### src/rtl/pol_pkg.sv
// Shared types and constants for the positional ordered list unit.
`default_nettype none

package pol_pkg;

  localparam int unsigned POL_DEPTH = 32;

  localparam int unsigned OP_W      = 3;
  localparam int unsigned POS_W     = 6;
  localparam int unsigned VAL_W     = 32;
  localparam int unsigned CNT_W     = 6;
  localparam int unsigned S_TDATA_W = 40;
  localparam int unsigned M_TDATA_W = 48;

  typedef enum logic [OP_W-1:0] {
    OP_INSERT = 3'd0,
    OP_DELETE = 3'd1,
    OP_GET    = 3'd2,
    OP_LOCATE = 3'd3,
    OP_CLEAR  = 3'd4
  } op_e;

  // Controller to datapath
  typedef struct packed {
    logic load;
    logic start_asc;
    logic run_asc;
    logic start_desc;
    logic run_desc;
    logic place;
    logic set_err;
    logic clear_len;
    logic out_load;
  } cmd_t;

  // Datapath to controller
  typedef struct packed {
    logic is_insert;
    logic is_delete;
    logic is_get;
    logic is_locate;
    logic is_clear;
    logic ins_ok;
    logic rd_ok;
    logic need_shift;
    logic len_zero;
    logic scan_done;
  } st_t;

endpackage

`default_nettype wire

### src/rtl/positional_ordered_list_unit.sv
// Top level of the positional ordered list unit: stream ports, controller and datapath.
//
//  channel  dir  fields (lowest bit up)                                   accepted when
//  s_axis   in   tuser: op[2:0]; tdata: position[5:0], value[37:6]        tvalid && tready
//  m_axis   out  tuser: status; tdata: data_out[31:0], found_at[37:32],  tvalid && tready
//                count[43:38], is_empty[44]
//
// One request is taken at a time; the next is taken as soon as the previous result sits in the
// output register, even while that result still waits to be collected.
// Clear, errors and locate on an empty list skip the walk; get reads one entry; delete walks the
// entries from the position to the end and insert from the end down to the position (an insert
// that appends at the end walks none); locate walks from the first entry until a match or the
// end; the single read port of the entry store walks one entry per cycle.
// Reset clears the length, so the list starts empty; the entry store itself is not cleared.
// A stalled output holds its result and the next result waits in the working result registers
// until the slot is free.
`default_nettype none

module positional_ordered_list_unit #(
  parameter int unsigned DEPTH = pol_pkg::POL_DEPTH
) (
  input  wire logic                            clk_i,
  input  wire logic                            rst_ni,
  // request: tuser = op[2:0]; tdata = position[5:0], value[37:6], zeros[39:38]
  input  wire logic                            s_axis_tvalid,
  output logic                                 s_axis_tready,
  input  wire logic [pol_pkg::OP_W-1:0]        s_axis_tuser,
  input  wire logic [pol_pkg::S_TDATA_W-1:0]   s_axis_tdata,
  // result: tuser = status; tdata = data_out[31:0], found_at[37:32], count[43:38],
  //         is_empty[44], zeros[47:45]
  output logic                                 m_axis_tvalid,
  input  wire logic                            m_axis_tready,
  output logic                                 m_axis_tuser,
  output logic      [pol_pkg::M_TDATA_W-1:0]   m_axis_tdata
);

  localparam int unsigned FOUND_LO = pol_pkg::VAL_W;
  localparam int unsigned COUNT_LO = FOUND_LO + pol_pkg::POS_W;
  localparam int unsigned EMPTY_B  = COUNT_LO + pol_pkg::CNT_W;

  pol_pkg::cmd_t cmd;
  pol_pkg::st_t  st;

  logic [pol_pkg::VAL_W-1:0] data_out;
  logic [pol_pkg::POS_W-1:0] found_at;
  logic [pol_pkg::CNT_W-1:0] count;
  logic                      is_empty;

  pol_ctrl u_ctrl (
    .clk_i     (clk_i),
    .rst_ni    (rst_ni),
    .s_valid_i (s_axis_tvalid),
    .s_ready_o (s_axis_tready),
    .m_ready_i (m_axis_tready),
    .m_valid_o (m_axis_tvalid),
    .st_i      (st),
    .cmd_o     (cmd)
  );

  pol_dp #(
    .DEPTH (DEPTH)
  ) u_dp (
    .clk_i      (clk_i),
    .rst_ni     (rst_ni),
    .cmd_i      (cmd),
    .st_o       (st),
    .op_i       (s_axis_tuser),
    .position_i (s_axis_tdata[pol_pkg::POS_W-1:0]),
    .value_i    (s_axis_tdata[pol_pkg::POS_W +: pol_pkg::VAL_W]),
    .status_o   (m_axis_tuser),
    .data_out_o (data_out),
    .found_at_o (found_at),
    .count_o    (count),
    .is_empty_o (is_empty)
  );

  // pack the result fields, pad with zeros up to whole bytes
  always_comb begin
    m_axis_tdata                                  = '0;
    m_axis_tdata[pol_pkg::VAL_W-1:0]              = data_out;
    m_axis_tdata[FOUND_LO +: pol_pkg::POS_W]      = found_at;
    m_axis_tdata[COUNT_LO +: pol_pkg::CNT_W]      = count;
    m_axis_tdata[EMPTY_B]                         = is_empty;
  end

endmodule

`default_nettype wire

### src/rtl/pol_ram.sv
// Generic single-write, single-read RAM with registered read data.
`default_nettype none

module pol_ram #(
  parameter int unsigned WIDTH = 32,
  parameter int unsigned DEPTH = 32
) (
  input  wire logic                     clk_i,
  input  wire logic                     we_i,
  input  wire logic [$clog2(DEPTH)-1:0] waddr_i,
  input  wire logic [WIDTH-1:0]         wdata_i,
  input  wire logic [$clog2(DEPTH)-1:0] raddr_i,
  output logic      [WIDTH-1:0]         rdata_o
);

  logic [WIDTH-1:0] mem_q [DEPTH];
  logic [WIDTH-1:0] rdata_q;

  always_ff @(posedge clk_i) begin
    if (we_i) begin
      mem_q[waddr_i] <= wdata_i;
    end
    rdata_q <= mem_q[raddr_i];
  end

  assign rdata_o = rdata_q;

endmodule

`default_nettype wire

### src/rtl/pol_ctrl.sv
// Controller state machine: sequences decode, scans, placement and result hand-off.
`default_nettype none

module pol_ctrl (
  input  wire logic          clk_i,
  input  wire logic          rst_ni,
  input  wire logic          s_valid_i,
  output logic               s_ready_o,
  input  wire logic          m_ready_i,
  output logic               m_valid_o,
  input  wire pol_pkg::st_t  st_i,
  output pol_pkg::cmd_t      cmd_o
);

  typedef enum logic [5:0] {
    S_IDLE   = 6'b000001,
    S_DECODE = 6'b000010,
    S_ASC    = 6'b000100,
    S_DESC   = 6'b001000,
    S_PLACE  = 6'b010000,
    S_DONE   = 6'b100000
  } state_e;

  state_e state_q, state_d;
  logic   m_valid_q, m_valid_d;

  always_comb begin
    state_d   = state_q;
    m_valid_d = m_valid_q && !m_ready_i;
    cmd_o     = '0;
    s_ready_o = 1'b0;

    unique case (state_q)
      S_IDLE: begin
        s_ready_o = 1'b1;
        if (s_valid_i) begin
          cmd_o.load = 1'b1;
          state_d    = S_DECODE;
        end
      end
      S_DECODE: begin
        if (st_i.is_insert) begin
          if (!st_i.ins_ok) begin
            cmd_o.set_err = 1'b1;
            state_d       = S_DONE;
          end else if (st_i.need_shift) begin
            cmd_o.start_desc = 1'b1;
            state_d          = S_DESC;
          end else begin
            state_d = S_PLACE;
          end
        end else if (st_i.is_delete || st_i.is_get) begin
          if (st_i.rd_ok) begin
            cmd_o.start_asc = 1'b1;
            state_d         = S_ASC;
          end else begin
            cmd_o.set_err = 1'b1;
            state_d       = S_DONE;
          end
        end else if (st_i.is_locate) begin
          if (st_i.len_zero) begin
            state_d = S_DONE;
          end else begin
            cmd_o.start_asc = 1'b1;
            state_d         = S_ASC;
          end
        end else if (st_i.is_clear) begin
          cmd_o.clear_len = 1'b1;
          state_d         = S_DONE;
        end else begin
          cmd_o.set_err = 1'b1;
          state_d       = S_DONE;
        end
      end
      S_ASC: begin
        cmd_o.run_asc = 1'b1;
        if (st_i.scan_done) begin
          state_d = S_DONE;
        end
      end
      S_DESC: begin
        cmd_o.run_desc = 1'b1;
        if (st_i.scan_done) begin
          state_d = S_PLACE;
        end
      end
      S_PLACE: begin
        cmd_o.place = 1'b1;
        state_d     = S_DONE;
      end
      S_DONE: begin
        // hold the result until the output slot is free
        if (!m_valid_q || m_ready_i) begin
          cmd_o.out_load = 1'b1;
          m_valid_d      = 1'b1;
          state_d        = S_IDLE;
        end
      end
      default: begin
        state_d = S_IDLE;
      end
    endcase
  end

  always_ff @(posedge clk_i or negedge rst_ni) begin
    if (!rst_ni) begin
      state_q   <= S_IDLE;
      m_valid_q <= 1'b0;
    end else begin
      state_q   <= state_d;
      m_valid_q <= m_valid_d;
    end
  end

  assign m_valid_o = m_valid_q;

endmodule

`default_nettype wire

### src/rtl/pol_dp.sv
// Datapath: request and result registers, length, scan pointers and the entry store.
`default_nettype none

module pol_dp #(
  parameter int unsigned DEPTH = pol_pkg::POL_DEPTH
) (
  input  wire logic                        clk_i,
  input  wire logic                        rst_ni,
  input  wire pol_pkg::cmd_t               cmd_i,
  output pol_pkg::st_t                     st_o,
  input  wire logic [pol_pkg::OP_W-1:0]    op_i,
  input  wire logic [pol_pkg::POS_W-1:0]   position_i,
  input  wire logic [pol_pkg::VAL_W-1:0]   value_i,
  output logic                             status_o,
  output logic      [pol_pkg::VAL_W-1:0]   data_out_o,
  output logic      [pol_pkg::POS_W-1:0]   found_at_o,
  output logic      [pol_pkg::CNT_W-1:0]   count_o,
  output logic                             is_empty_o
);

  localparam int unsigned AW = $clog2(DEPTH);
  localparam int unsigned LW = $clog2(DEPTH + 1);
  localparam int unsigned CW = ((LW > pol_pkg::POS_W) ? LW : pol_pkg::POS_W) + 1;

  // request
  logic [pol_pkg::OP_W-1:0]  op_q;
  logic [pol_pkg::POS_W-1:0] pos_q;
  logic [pol_pkg::VAL_W-1:0] val_q;

  // control state
  logic [LW-1:0] len_q, len_d;
  logic          issuing_q, issuing_d;
  logic          pend_q, pend_d;

  // scan addresses
  logic [AW-1:0] ptr_q, ptr_d;
  logic [AW-1:0] last_q;
  logic [AW-1:0] start_q, start_d;
  logic [AW-1:0] end_q, end_d;

  // working result and output register
  logic                      res_status_q, res_status_d;
  logic [pol_pkg::VAL_W-1:0] res_data_q, res_data_d;
  logic [pol_pkg::POS_W-1:0] res_found_q, res_found_d;
  logic                      out_status_q;
  logic [pol_pkg::VAL_W-1:0] out_data_q;
  logic [pol_pkg::POS_W-1:0] out_found_q;
  logic [pol_pkg::CNT_W-1:0] out_count_q;
  logic                      out_empty_q;

  // memory port
  logic                      we;
  logic [AW-1:0]             waddr;
  logic [pol_pkg::VAL_W-1:0] wdata;
  logic [pol_pkg::VAL_W-1:0] rdata;

  logic [CW-1:0] pos_x, len_x, found_x;
  logic [AW-1:0] pos_adr, len_adr;
  logic          match_hit, scan_done, running;

  assign pos_x   = CW'(pos_q);
  assign len_x   = CW'(len_q);
  assign pos_adr = AW'(pos_x - CW'(1));
  assign len_adr = AW'(len_x - CW'(1));
  assign found_x = CW'(last_q) + CW'(1);
  assign running = cmd_i.run_asc || cmd_i.run_desc;

  assign match_hit = (op_q == pol_pkg::OP_LOCATE) && (rdata == val_q);
  assign scan_done = pend_q && ((last_q == end_q) || match_hit);

  always_comb begin
    st_o            = '0;
    st_o.is_insert  = (op_q == pol_pkg::OP_INSERT);
    st_o.is_delete  = (op_q == pol_pkg::OP_DELETE);
    st_o.is_get     = (op_q == pol_pkg::OP_GET);
    st_o.is_locate  = (op_q == pol_pkg::OP_LOCATE);
    st_o.is_clear   = (op_q == pol_pkg::OP_CLEAR);
    st_o.ins_ok     = (pos_q != '0) && (pos_x <= len_x + CW'(1)) && (len_q != LW'(DEPTH));
    st_o.rd_ok      = (pos_q != '0) && (pos_x <= len_x);
    st_o.need_shift = (len_x >= pos_x);
    st_o.len_zero   = (len_q == '0);
    st_o.scan_done  = scan_done;
  end

  // scan pointers, length and working result
  always_comb begin
    len_d        = len_q;
    issuing_d    = issuing_q;
    pend_d       = running && issuing_q;
    ptr_d        = ptr_q;
    start_d      = start_q;
    end_d        = end_q;
    res_status_d = res_status_q;
    res_data_d   = res_data_q;
    res_found_d  = res_found_q;
    we           = 1'b0;
    waddr        = pos_adr;
    wdata        = val_q;

    if (cmd_i.load) begin
      res_status_d = 1'b0;
      res_data_d   = '0;
      res_found_d  = '0;
    end
    if (cmd_i.set_err) begin
      res_status_d = 1'b1;
    end
    if (cmd_i.clear_len) begin
      len_d = '0;
    end

    if (cmd_i.start_asc) begin
      start_d   = (op_q == pol_pkg::OP_LOCATE) ? '0 : pos_adr;
      end_d     = (op_q == pol_pkg::OP_GET) ? pos_adr : len_adr;
      ptr_d     = start_d;
      issuing_d = 1'b1;
    end
    if (cmd_i.start_desc) begin
      start_d   = len_adr;
      end_d     = pos_adr;
      ptr_d     = len_adr;
      issuing_d = 1'b1;
    end

    // ascending walk: read ahead one entry, act on its registered read data in the next cycle
    if (cmd_i.run_asc) begin
      if (issuing_q) begin
        ptr_d = ptr_q + AW'(1);
        if (ptr_q == end_q) begin
          issuing_d = 1'b0;
        end
      end
      if (pend_q) begin
        if (match_hit) begin
          res_found_d = found_x[pol_pkg::POS_W-1:0];
        end
        if ((op_q != pol_pkg::OP_LOCATE) && (last_q == start_q)) begin
          res_data_d = rdata;
        end
        if ((op_q == pol_pkg::OP_DELETE) && (last_q != start_q)) begin
          we    = 1'b1;
          waddr = last_q - AW'(1);
          wdata = rdata;
        end
        if ((op_q == pol_pkg::OP_DELETE) && scan_done) begin
          len_d = len_q - LW'(1);
        end
      end
    end

    // descending walk: move each entry up by one place
    if (cmd_i.run_desc) begin
      if (issuing_q) begin
        ptr_d = ptr_q - AW'(1);
        if (ptr_q == end_q) begin
          issuing_d = 1'b0;
        end
      end
      if (pend_q) begin
        we    = 1'b1;
        waddr = last_q + AW'(1);
        wdata = rdata;
      end
    end

    if (cmd_i.place) begin
      we    = 1'b1;
      waddr = pos_adr;
      wdata = val_q;
      len_d = len_q + LW'(1);
    end
  end

  always_ff @(posedge clk_i or negedge rst_ni) begin
    if (!rst_ni) begin
      len_q     <= '0;
      issuing_q <= 1'b0;
      pend_q    <= 1'b0;
    end else begin
      len_q     <= len_d;
      issuing_q <= issuing_d;
      pend_q    <= pend_d;
    end
  end

  always_ff @(posedge clk_i) begin
    if (cmd_i.load) begin
      op_q  <= op_i;
      pos_q <= position_i;
      val_q <= value_i;
    end
    ptr_q        <= ptr_d;
    last_q       <= ptr_q;
    start_q      <= start_d;
    end_q        <= end_d;
    res_status_q <= res_status_d;
    res_data_q   <= res_data_d;
    res_found_q  <= res_found_d;
    if (cmd_i.out_load) begin
      out_status_q <= res_status_q;
      out_data_q   <= res_data_q;
      out_found_q  <= res_found_q;
      out_count_q  <= len_x[pol_pkg::CNT_W-1:0];
      out_empty_q  <= (len_q == '0);
    end
  end

  pol_ram #(
    .WIDTH (pol_pkg::VAL_W),
    .DEPTH (DEPTH)
  ) u_entries (
    .clk_i   (clk_i),
    .we_i    (we),
    .waddr_i (waddr),
    .wdata_i (wdata),
    .raddr_i (ptr_q),
    .rdata_o (rdata)
  );

  assign status_o   = out_status_q;
  assign data_out_o = out_data_q;
  assign found_at_o = out_found_q;
  assign count_o    = out_count_q;
  assign is_empty_o = out_empty_q;

  a_len_bound : assert property (@(posedge clk_i) disable iff (!rst_ni)
    len_q <= LW'(DEPTH))
    else $error("list length beyond depth");

  a_write_in_list : assert property (@(posedge clk_i) disable iff (!rst_ni)
    we |-> (CW'(waddr) <= len_x))
    else $error("store write outside the list");

  a_place_grows : assert property (@(posedge clk_i) disable iff (!rst_ni)
    cmd_i.place |=> (len_q == $past(len_q) + LW'(1)))
    else $error("placement did not grow the list");

  a_walk_ends : assert property (@(posedge clk_i) disable iff (!rst_ni)
    (running && pend_q && !issuing_q) |-> scan_done)
    else $error("walk ran past its last entry");

endmodule

`default_nettype wire

### config.mk
export PLATFORM = sky130hd
export DESIGN_NAME = positional_ordered_list_unit
export DESIGN_NICKNAME = d
export VERILOG_FILES = /design/src/rtl/pol_pkg.sv /design/src/rtl/positional_ordered_list_unit.sv /design/src/rtl/pol_ram.sv /design/src/rtl/pol_ctrl.sv /design/src/rtl/pol_dp.sv
export SDC_FILE = /design/constraint.sdc
export NUM_CORES = 1
export LEC_CHECK = 0
export ABC_AREA = 1
export BUFFER_PORTS_ARGS = -buffer_cell sky130_fd_sc_hd__buf_2
export CAP_MARGIN = 40
export CORE_MARGIN = 2
export CORE_UTILIZATION = 45
export CTS_BUF_LIST = sky130_fd_sc_hd__clkbuf_16
export DETAILED_ROUTE_END_ITERATION = 8
export SETUP_SLACK_MARGIN = 0.1
export SLEW_MARGIN = 20
export SYNTH_ARGS = -nofsm -noshare
export SYNTH_HDL_FRONTEND = slang
export SYNTH_SLANG_ARGS = --single-unit
### constraint.sdc
create_clock -name clk_i -period 11.5 [get_ports clk_i]
set_clock_uncertainty 0.05 [all_clocks]
set_input_delay 0.575 -clock clk_i [delete_from_list [all_inputs] [get_ports clk_i]]
set_output_delay 0.575 -clock clk_i [all_outputs]
set_load 0.01 [all_outputs]
Word level (Yosys, flattened, before mapping)

Memory sizes are Yosys's and may differ from the RTL's. A register that Yosys moved wholly into a read port is not among the register bits.
Cells that the tools add are included.

Add/sub/neg operators: 10
$lt $le $gt $ge: 3
Equal/unequal tests: 21
Mux-type cells: 95
Reduce and logical (&&, ||, !) cells: 21

Operator list:

| kind                | count |
|---|---|
| $mux 32             | 10 |
| $mux 6              | 19 |
| $mux 5              | 19 |
| $mux 1              | 44 |
| $pmux 6 s6          | 1 |
| $eq 32x32->1        | 1 |
| $sub 5x1->5 const B | 4 |
| $eq 5x5->1          | 3 |
| $add 5x1->5 const B | 2 |
| $logic_and 1x1->1   | 10 |
| $add 6x1->7 const B | 1 |
| $le 6x7->1          | 1 |
| $add 5x1->6 const B | 1 |
| $add 6x1->6 const B | 1 |
| $eq 3x2->1 const B  | 2 |
| $eq 6x1->1 const B  | 1 |
| $eq 6x2->1 const B  | 1 |
| $eq 6x3->1 const B  | 1 |
| $eq 6x4->1 const B  | 1 |
| $eq 6x5->1 const B  | 1 |
| $eq 6x6->1 const B  | 1 |
| $ge 6x6->1          | 1 |
| $le 6x6->1          | 1 |
| $logic_not 6->1     | 1 |
| other kinds (15)    | 22 |

Register bits after elaboration: 161
Memory bits (writable): 1024
Input port bits: 47
Output and inout port bits: 51
Word-level logic and storage cells: 171
Memories kept: 1

Memories:

| memory               | depth | width | rd ports | clocked after Yosys merged registers in | wr ports | line          | source |
|---|---|---|---|---|---|---|---|
| u_dp.u_entries.mem_q | 32    | 32    | 1        | 1                                       | 1        | pol_ram.sv:16 | `logic [WIDTH-1:0] mem_q [DEPTH];` |

Depth between registers and ports, before layout

Gate-level depths: netlist (run 1).

Depth after elaboration: 14
Mapped depth: 19
Depth with buffers taken out: 19

Modules after synthesis

From an unflattened synthesis (run 1), not the netlist that was laid out.

Cell total of the unflattened synthesis: 4423
Area, all modules: 50454.6 sq um

By module, submodules not included:

| module                       | times used | cells an instance | area an instance (sq um) | seq. area each (sq um) |
|---|---|---|---|---|
| pol_ram                      | 1          | 3536              | 42405.7                  | 31390.1 |
| pol_dp                       | 1          | 797               | 7475.9                   | 4093.9 |
| pol_ctrl                     | 1          | 85                | 539.3                    | 176.4 |
| positional_ordered_list_unit | 1          | 5                 | 33.8                     | 0.0 |

Worst setup path after synthesis (run 1)

OpenSTA, ideal clock, no wires.

Path type: reg-to-reg
From: register u_ctrl.state_q[3]
To: register u_dp.out_count_q, in the netlist u_dp.count_o[0], enable pin
Setup time: 0.465 ns
Arrival time: 3.303 ns
Path slack: 7.682 ns
Cell stages (with the launch flop): 8
Path through: dfrtp_1 > inv_1 > nand2_1 > nor2_1 > inv_1 > nor3_1 > inv_1 > a21oi_1

RTL lines:

| what                   | line            | source |
|---|---|---|
| start, declared        | pol_ctrl.sv:24  | `state_e state_q, state_d;` |
| start signal, assigned | pol_ctrl.sv:110 | `state_q <= state_d;` |
| end signal, assigned   | pol_dp.sv:203   | `out_count_q <= len_x[pol_pkg::CNT_W-1:0];` |
| end, declared          | pol_dp.sv:48    | `logic [pol_pkg::CNT_W-1:0] out_count_q;` |

Worst setup path in the final report (run 1)

From: register u_ctrl.state_q[0]
To: memory u_dp.u_entries.mem_q[29][22], enable pin

Longest elaborated chain between the ends: 8
Elaborated cells on any way between the ends: 16
Classes of those cells: eq/ne (3); mux (13)

RTL lines:

| what                         | line           | source |
|---|---|---|
| $eq 6x3->1                   | pol_ctrl.sv:33 | `unique case (state_q)` |
| $mux 1                       | pol_ctrl.sv:33 |  |
| $mux 1                       | pol_dp.sv:126  | `if (cmd_i.run_asc) begin` |
| $mux 1                       | pol_dp.sv:159  | `if (pend_q) begin` |
| $mux 1                       | pol_dp.sv:152  | `if (cmd_i.run_desc) begin` |
| $mux 1                       | pol_dp.sv:166  | `if (cmd_i.place) begin` |
| $mux 1                       | pol_ram.sv:20  | `if (we_i) begin` |
| $mux 1 (not written as such) | pol_ram.sv:21  | `mem_q[waddr_i] <= wdata_i;` |
| end, declared                | pol_ram.sv:16  |  |

Parallel ways exist; a longest one is shown, timed or not.

==> impl_metrics.tcl, run 1 <==
set metrics [dict create \
    grt_setup_unrepaired "false" \
    cap_viol_max_count 0 \
    detail_route.vias_per_cell 5.78 \
    highest_layer "met4" \
    p_leak_uw 0.0185 \
    worstSkewPairLatency_ps 720 \
    cts_made_buffers 121 \
    grt.overflow.total 0 \
    min-delay-path-class "in2reg" \
    drtAntennaViolNets 0 \
    grt_first_pass_wirelength_mm 192 \
    layout.area.seq_mm2 0.0357 \
    cell_repeated_most_along_the_worst_path "sky130_fd_sc_hd__inv_2" \
    placement.cell_area_mm2 0.0512 \
    final_hpwl_from_detailed_placement_mm 68.5 \
    synth.distinct_cells 56 \
    floorplan.rows 120 \
    post_layout_nonfiller_instances 5439 \
    cp_num_buf_inv 6 \
    timing.final.hold_violations 0 \
    initial_core_util_pct 45.4 \
    globalplace.congestion 0.818 \
    wl_final_mm 130 \
    clkSlewWorstSetupHoldPaths_ps 60 \
    tritoncts "built" \
    setup.worst_path.start_class "flop" \
    fillCellCount 9094 \
    final_cell_area_excluding_filler_cells_mm2 0.0556 \
    syn_area_per_cell_um2 12.7 \
    areaGrowthSynthToFinish_pct 14.3 \
    cts_resized 0 \
    postLayoutSetupSlackWorst_ps 6940 \
    power_per_cell_area_mw_per_mm2 223 \
    place_worst_setup_slack_ps 6940 \
    number_of_global_route_vias_before_repair 29500 \
    synth_warnings 0 \
    route.vias.total 31400 \
    finalSetupTns_ps 0 \
    dieArea_mm2 0.111 \
    grt_start_max_net_pins 198 \
    ys_async_sr_fraction_pct 1.23 \
    report.final.slew_viol_count 0 \
    track_usage_pct 23.2 \
    run_status "finished clean" \
    max_clock_freq_mhz 219 \
    place.detailed.instances 5172 \
    met3WireLength_mm 10.5 \
    route.detailed.wl_per_inst_um 23.9 \
    multi_input_area_mm2 0.0118 \
    finalSetupViolations 0 \
    initial_antenna_violation_count 4 \
    cp_max_fo 26 \
    n_antenna_cell 0 \
    placement.io_buffers 92 \
    path_delay_family "buffers and inverters" \
    die_y_um 333 \
    tritoncts_num_sinks 1217 \
    postCtsSetupRepairBufs 0 \
    synth-main-ff-cell "sky130_fd_sc_hd__edfxtp_1" \
    final_min_period_ps 4560 \
    critical-path-max-stage-delay_ps 600 \
    timing.critical_path.cells "inv_1 > nand2_1 > nor4_4 > buf_4 > inv_2 > nand2_2 > inv_2 > a21oi_4 > inv_2 > nand2_2 > nor2_4 > buf_4" \
    cts.htree.levels 3 \
    initialDrtViolationCount 3641 \
    synth_area_mm2 0.0487 \
    postSynthRegisterBits 1217 \
    dr.pass1.iters 6 \
    postCtsHoldBufs 37 \
    worst_setup_path_end_kind "flop" \
    core_mm2 0.107 \
    timing.final.crit_share_pct 39.6 \
    final_net_count 3999 \
    worstSetupPathType "reg2reg" \
    met1Wirelength_mm 55.4 \
    fp.dieW_um 333 \
    clk_path_buf_depth 3 \
    wl_met2_mm 61.4 \
    number_of_enable_type_register_cells_in_the_synthesized_netlist 1121 \
    synth-seq-area-share_pct 73.3 \
    cts_root_buffer "sky130_fd_sc_hd__clkbuf_16" \
    cp.required_ps 11800 \
    layout-drive-gt1-share_pct 11.7 \
    synthesis.instances 3837 \
    irDropWorstVdd_mv 0.148 \
    arrival_time_at_the_worst_endpoint_ps 4860 \
    setup_slack_on_the_worst_flop_to_flop_path_ps 6940 \
    route.detailed.drc 0 \
    number_of_top_level_pins 98 \
    timing_worst_slew_pin_value_ps 951 \
    fin_util_pct 51.9 \
    maxSlewHeadroom_pct 35.9 \
    critical_path.slowest_cell "sky130_fd_sc_hd__inv_2" \
]
## per-layer routing
metal / up-vias / global-route usage, %
met5: - / 0
met3: 193 / 3.26
met4: 0 / 6.60
met1: 15600 / 32.7
met2: 1294 / 37.6
li1: 14300 / -
## report_power, final
part	switching, µW	leakage [µW]	internal, µW	total (µW)
clock	1660	0.00205	2250	3910
combinational	2240	0.00548	863	3100
sequential	199	0.0110	5170	5370
total	4100	0.0185	8280	12400
## registers in the layout (all words and copies together), names as in the netlist
signal                  count
u_dp.is_empty_o             1
u_dp.data_out_o            32
u_dp.count_o                6
u_dp.ptr_q                  5
u_dp.res_found_q            6
u_dp.issuing_q              1
u_dp.found_at_o             6
u_dp.val_q                 32
u_dp.u_entries.mem_q     1024
u_dp.status_o               1
u_dp.last_q                 5
u_dp.res_data_q            32
u_ctrl.state_q              6
u_dp.pos_q                  6
u_dp.u_entries.rdata_o     32
u_dp.res_status_q           1
u_dp.op_q                   3
u_dp.start_q                5
u_dp.end_q                  5
u_ctrl.m_valid_o            1
u_dp.pend_q                 1
u_dp.len_q                  6
## worst register-to-register path: stages (launching register included)
cell	delay, ps
sky130_fd_sc_hd__dfstp_2	550
sky130_fd_sc_hd__inv_1	60
sky130_fd_sc_hd__nand2_1	190
sky130_fd_sc_hd__nor4_4	60
sky130_fd_sc_hd__buf_4	190
sky130_fd_sc_hd__inv_2	450
sky130_fd_sc_hd__nand2_2	290
sky130_fd_sc_hd__inv_2	610
sky130_fd_sc_hd__a21oi_4	150
sky130_fd_sc_hd__inv_2	100
sky130_fd_sc_hd__nand2_2	270
sky130_fd_sc_hd__nor2_4	600
sky130_fd_sc_hd__buf_4	600
## cell type report
class / instances / share of cell area (%)
Tap cell: 1403 / 3.16
Clock buffer: 123 / 5.54
Timing Repair Buffer: 218 / 3.13
Multi-Input combinational cell: 2209 / 21.3
Inverter: 164 / 1.14
Clock inverter: 105 / 1.59
Sequential cell: 1217 / 64.2
## path summary, 6_finish.rpt
| check | from | cells after the start | to |
|---|---|---|---|
| max | u_ctrl.state_q[0] | 12 | u_dp.u_entries.mem_q[29][22] |
| min | s_axis_tdata[25] | 1 | u_dp.val_q[19] |
| max reg2reg | u_ctrl.state_q[0] | 12 | u_dp.u_entries.mem_q[29][22] |
| min reg2reg | u_dp.ptr_q[3] | 0 | u_dp.last_q[3] |
| max in group asynchronous | rst_ni | 2 | u_ctrl.state_q[0] |
| min in group asynchronous | rst_ni | 2 | u_ctrl.state_q[5] |
## cell usage in the layout, fill, tap and decap left out, drive strengths merged, types with 28 or more instances in the layout
master | synthesis | layout
clkinv | 4 | 63
nand3b | 38 | 38
o22ai | 156 | 156
nand4 | 43 | 43
dlygate4sd3 | 0 | 37
nand3 | 131 | 131
dfxtp | 81 | 81
xor2 | 28 | 28
o221ai | 100 | 100
nor2 | 616 | 616
inv | 160 | 188
o21ai | 613 | 613
o211ai | 30 | 30
nand2 | 318 | 318
edfxtp | 1121 | 1121
clkbuf | 202 | 123
buf | 47 | 181
## synth_stat cells (14+ instances only)
library cell                  n  area [µm²]
sky130_fd_sc_hd__xor2_1      28         245
sky130_fd_sc_hd__nor2_1     611        2290
sky130_fd_sc_hd__nand3_1    130         651
sky130_fd_sc_hd__nand4_1     43         269
sky130_fd_sc_hd__buf_1       17        63.8
sky130_fd_sc_hd__a221oi_1    22         193
sky130_fd_sc_hd__dfxtp_1     81        1620
sky130_fd_sc_hd__a211oi_1    22         165
sky130_fd_sc_hd__clkbuf_1   201         754
sky130_fd_sc_hd__o221ai_1   100         876
sky130_fd_sc_hd__o22ai_1    156         976
sky130_fd_sc_hd__o21ai_0    599        3000
sky130_fd_sc_hd__edfxtp_1  1121       33700
sky130_fd_sc_hd__ha_1        21         263
sky130_fd_sc_hd__nand3b_1    38         285
sky130_fd_sc_hd__o211ai_1    30         225
sky130_fd_sc_hd__buf_2       26         130
sky130_fd_sc_hd__inv_1      153         574
sky130_fd_sc_hd__nand2_1    308        1160
sky130_fd_sc_hd__dfrtp_1     14         350
## through the flow
step | power [µW] | hold slack (ps)
finish | 12400 | 35.2
CTS | 12400 | 1.44
global route | 12900 | 15.9
global placement | 8420 | 322
floorplan | 7320 | 229
detailed placement | 8510 | 333
## logic make-up after synthesis
family	synth area share (%)
DFF	73.3
and+or+nand+nor	10.3
AOI/OAI and AO/OA	11.9
buffers and inverters	3.30
xor gates and xnor gates	0.702
adders and majority gates	0.540
other	0.00771
muxes	0.0206
No activity file was read; power rests on OpenSTA's default activity.
==> run 2, diff against run 1 <==
--- a/config.mk
+++ b/config.mk
@@ -5,7 +5,7 @@
 export SDC_FILE = /design/constraint.sdc
 export NUM_CORES = 1
 export LEC_CHECK = 0
-export ABC_AREA = 1
+export ABC_AREA = 0
 export BUFFER_PORTS_ARGS = -buffer_cell sky130_fd_sc_hd__buf_2
 export CAP_MARGIN = 40
 export CORE_MARGIN = 2
==> constraint.sdc (replaced) <==
create_clock -name clk_i -period 3.71 [get_ports clk_i]
set_clock_uncertainty 0.05 [all_clocks]
set_input_delay 0.1855 -clock clk_i [delete_from_list [all_inputs] [get_ports clk_i]]
set_output_delay 0.1855 -clock clk_i [all_outputs]
set_load 0.01 [all_outputs]
==> impl_metrics.tcl, run 2 <==
set metrics [dict create \
    final_cell_mix "1121 x sky130_fd_sc_hd__edfxtp_1, 320 x sky130_fd_sc_hd__mux4_2, 122 x sky130_fd_sc_hd__clkbuf_16" \
    final_net_count 2569 \
    synth-seq-area-share_pct 75.5 \
    wl_final_mm 117 \
    final_cell_area_excluding_filler_cells_mm2 0.0554 \
    placement.cell_area_mm2 0.0509 \
    synth_warnings 0 \
    ys_async_sr_fraction_pct 1.23 \
    cp_max_fo 18 \
    floorplan.rows 118 \
    cts.htree.levels 3 \
    grt.overflow.total 0 \
    clk_path_buf_depth 3 \
    n_antenna_cell 0 \
    dominant_cell_type_by_area_after_synthesis "sky130_fd_sc_hd__edfxtp_1" \
    route.detailed.wl_per_inst_um 29.2 \
    clock_power_share_pct 33.5 \
    comb_power_share_pct 20.4 \
    initial_core_util_pct 45.5 \
    irDropWorstVdd_mv 0.442 \
    dr.pass1.iters 5 \
    synth.top_cell.area_share_pct 71.2 \
    flip_flop_count_of_the_largest_register_after_layout 1024 \
    timing.final.hold_violations 0 \
    syn_area_per_cell_um2 21.3 \
    dieArea_mm2 0.108 \
    fp.dieW_um 328 \
    min-delay-path-class "in2reg" \
    place_worst_setup_slack_ps 231 \
    p_int_uw 26400 \
    grt_start_max_net_pins 80 \
    clkSlewWorstSetupHoldPaths_ps 60 \
    cts_root_buffer "sky130_fd_sc_hd__clkbuf_16" \
    route.detailed.drc 0 \
    finalSetupViolations 0 \
    number_of_global_route_vias_before_repair 24000 \
    final_min_period_ps 3490 \
    setup.worst_path.start_class "flop" \
    fillCellCount 7862 \
    grt_setup_unrepaired "false" \
    cp.required_ps 4060 \
    synthesis.instances 2216 \
    power_frac_seq_pct 46.1 \
    arrival_time_at_the_worst_endpoint_ps 3840 \
    worstSkewPairLatency_ps 720 \
    synth-main-ff-cell "sky130_fd_sc_hd__edfxtp_1" \
    mostFrequentLayoutCell "sky130_fd_sc_hd__edfxtp_1" \
    number_of_enable_type_register_cells_in_the_synthesized_netlist 1121 \
    track_usage_pct 21.8 \
    hold_slack_ps 122 \
    synth_area_mm2 0.0473 \
    power_per_cell_area_mw_per_mm2 652 \
    route.vias.total 23300 \
    grt_first_pass_wirelength_mm 169 \
    timing.final.crit_share_pct 94.1 \
    layout-drive-gt1-share_pct 32.9 \
    maxSlewHeadroom_pct 46.8 \
    post_synth_main_area_contributors "sky130_fd_sc_hd__edfxtp_1 71%, sky130_fd_sc_hd__mux4_2 15%, sky130_fd_sc_hd__dfxtp_1 3.4%, sky130_fd_sc_hd__mux2_2 1.6%, sky130_fd_sc_hd__nand2_1 0.82%" \
    max_clock_freq_mhz 286 \
    tritoncts "built" \
    timing_worst_slew_pin_value_ps 799 \
    top_register "u_dp.u_entries.mem_q" \
    die_y_um 328 \
    postLayoutSetupSlackWorst_ps 219 \
    report.final.slew_viol_count 0 \
    cts_made_buffers 121 \
    setup_slack_on_the_worst_flop_to_flop_path_ps 220 \
    areaGrowthSynthToFinish_pct 17.2 \
    cap_viol_max_count 0 \
    initial_antenna_violation_count 2 \
    placement.io_buffers 92 \
    number_of_top_level_pins 98 \
    worstSetupPathType "reg2reg" \
    tritoncts_num_sinks 1217 \
    worst_setup_path_end_kind "flop" \
    postSynthRegisterBits 1217 \
    power.net_switching_uw 9740 \
    drtAntennaViolNets 0 \
    initialDrtViolationCount 2539 \
    p_leak_uw 0.0176 \
    most_repeated_cell_in_the_gate_level_netlist_after_synthesis "sky130_fd_sc_hd__edfxtp_1" \
    final_hpwl_from_detailed_placement_mm 69.7 \
    detail_route.vias_per_cell 5.84 \
    globalplace.congestion 0.883 \
    synth.distinct_cells 77 \
    run_status "finished clean" \
    synthTopCellsByCount "1121 x sky130_fd_sc_hd__edfxtp_1, 320 x sky130_fd_sc_hd__mux4_2, 103 x sky130_fd_sc_hd__nand2_1" \
    core_mm2 0.104 \
    switching_share_pct 27.0 \
]
[run 2: worst max-delay path, stage by stage (launching register included)]
cell                       delay (ps)
sky130_fd_sc_hd__dfrtp_1          440
sky130_fd_sc_hd__or4_1            650
sky130_fd_sc_hd__buf_4            210
sky130_fd_sc_hd__o32a_1           380
sky130_fd_sc_hd__o211a_2          230
sky130_fd_sc_hd__a211oi_1         240
sky130_fd_sc_hd__buf_4            180
sky130_fd_sc_hd__nand2b_1         260
sky130_fd_sc_hd__nor2_4           280
sky130_fd_sc_hd__buf_12           230
[run 2: path summary, 6_finish.rpt]
kind	from	endpoint	cells past startpoint
setup / recovery	u_ctrl.state_q[1]	u_dp.u_entries.mem_q[4][30]	9
hold / removal	s_axis_tdata[17]	u_dp.val_q[11]	2
setup reg to reg	u_ctrl.state_q[1]	u_dp.u_entries.mem_q[4][30]	9
hold reg to reg	u_dp.res_data_q[30]	u_dp.data_out_o[30]	0
max in group asynchronous	rst_ni	u_dp.len_q[0]	4
min in group asynchronous	rst_ni	u_ctrl.state_q[0]	3
[run 2: cell families after synthesis]
logic type | count (synthesis) | share of synthesized area (%)
AOI/OAI and AO/OA | 129 | 1.87
DFF | 1217 | 75.5
muxes | 392 | 17.0
other | 1 | 0.00793
buffers and inverters | 131 | 1.16
xor gates and xnor gates | 64 | 1.19
adders and majority gates | 21 | 0.556
and+or+nand+nor | 261 | 2.81
[run 2: layout make-up]
class                           instances  area (µm²)  area share (%)
Tap cell                             1380        1730            3.12
Sequential cell                      1217       35700            64.4
Inverter                               22        82.6           0.149
Clock buffer                          122        3050            5.51
Timing Repair Buffer                  269        2640            4.77
Clock inverter                        108         898            1.62
Multi-Input combinational cell        870       11300            20.4
[run 2: repair_timing]
action | 4_1_cts | 5_1_grt
hold buffers | 46 | 0
setup endpoints to repair | 0 | 163
endpoints found under the hold margin | 63 | 0
setup buffers | 0 | 2
gates resized for setup | 0 | 2
[run 2: power groups by stage]
| stage | clock network [µW] | registers, µW | logic [µW] |
|---|---|---|---|
| finish | 12100 | 16600 | 7350 |
| global route | 12900 | 16700 | 7820 |
| CTS | 12300 | 16600 | 7470 |
| detailed placement | 0 | 16900 | 7400 |
| global placement | 0 | 16900 | 7290 |
| floorplan | 0 | 16500 | 5080 |
[run 2: metrics by stage]
stage	setup TNS [ps]	total power (µW)	instances	util, %
2_1_floorplan	-51590	21500	2218	-
3_3_place_gp	0	24200	3708	49.1
3_5_place_dp	0	24300	3709	49.1
4_1_cts	0	36400	3985	53.3
5_1_grt	0	37300	3988	53.4
6_report	0	36100	3988	53.4
[run 2: layer usage]
layer,global-route usage (%),vias to the layer above,share of wire (%)
li1,-,9764,-
met1,31.0,12500,43
met2,35.6,815,49
met3,3.40,169,6.0
met4,5.75,2,2.2
met5,0,-,0.0077
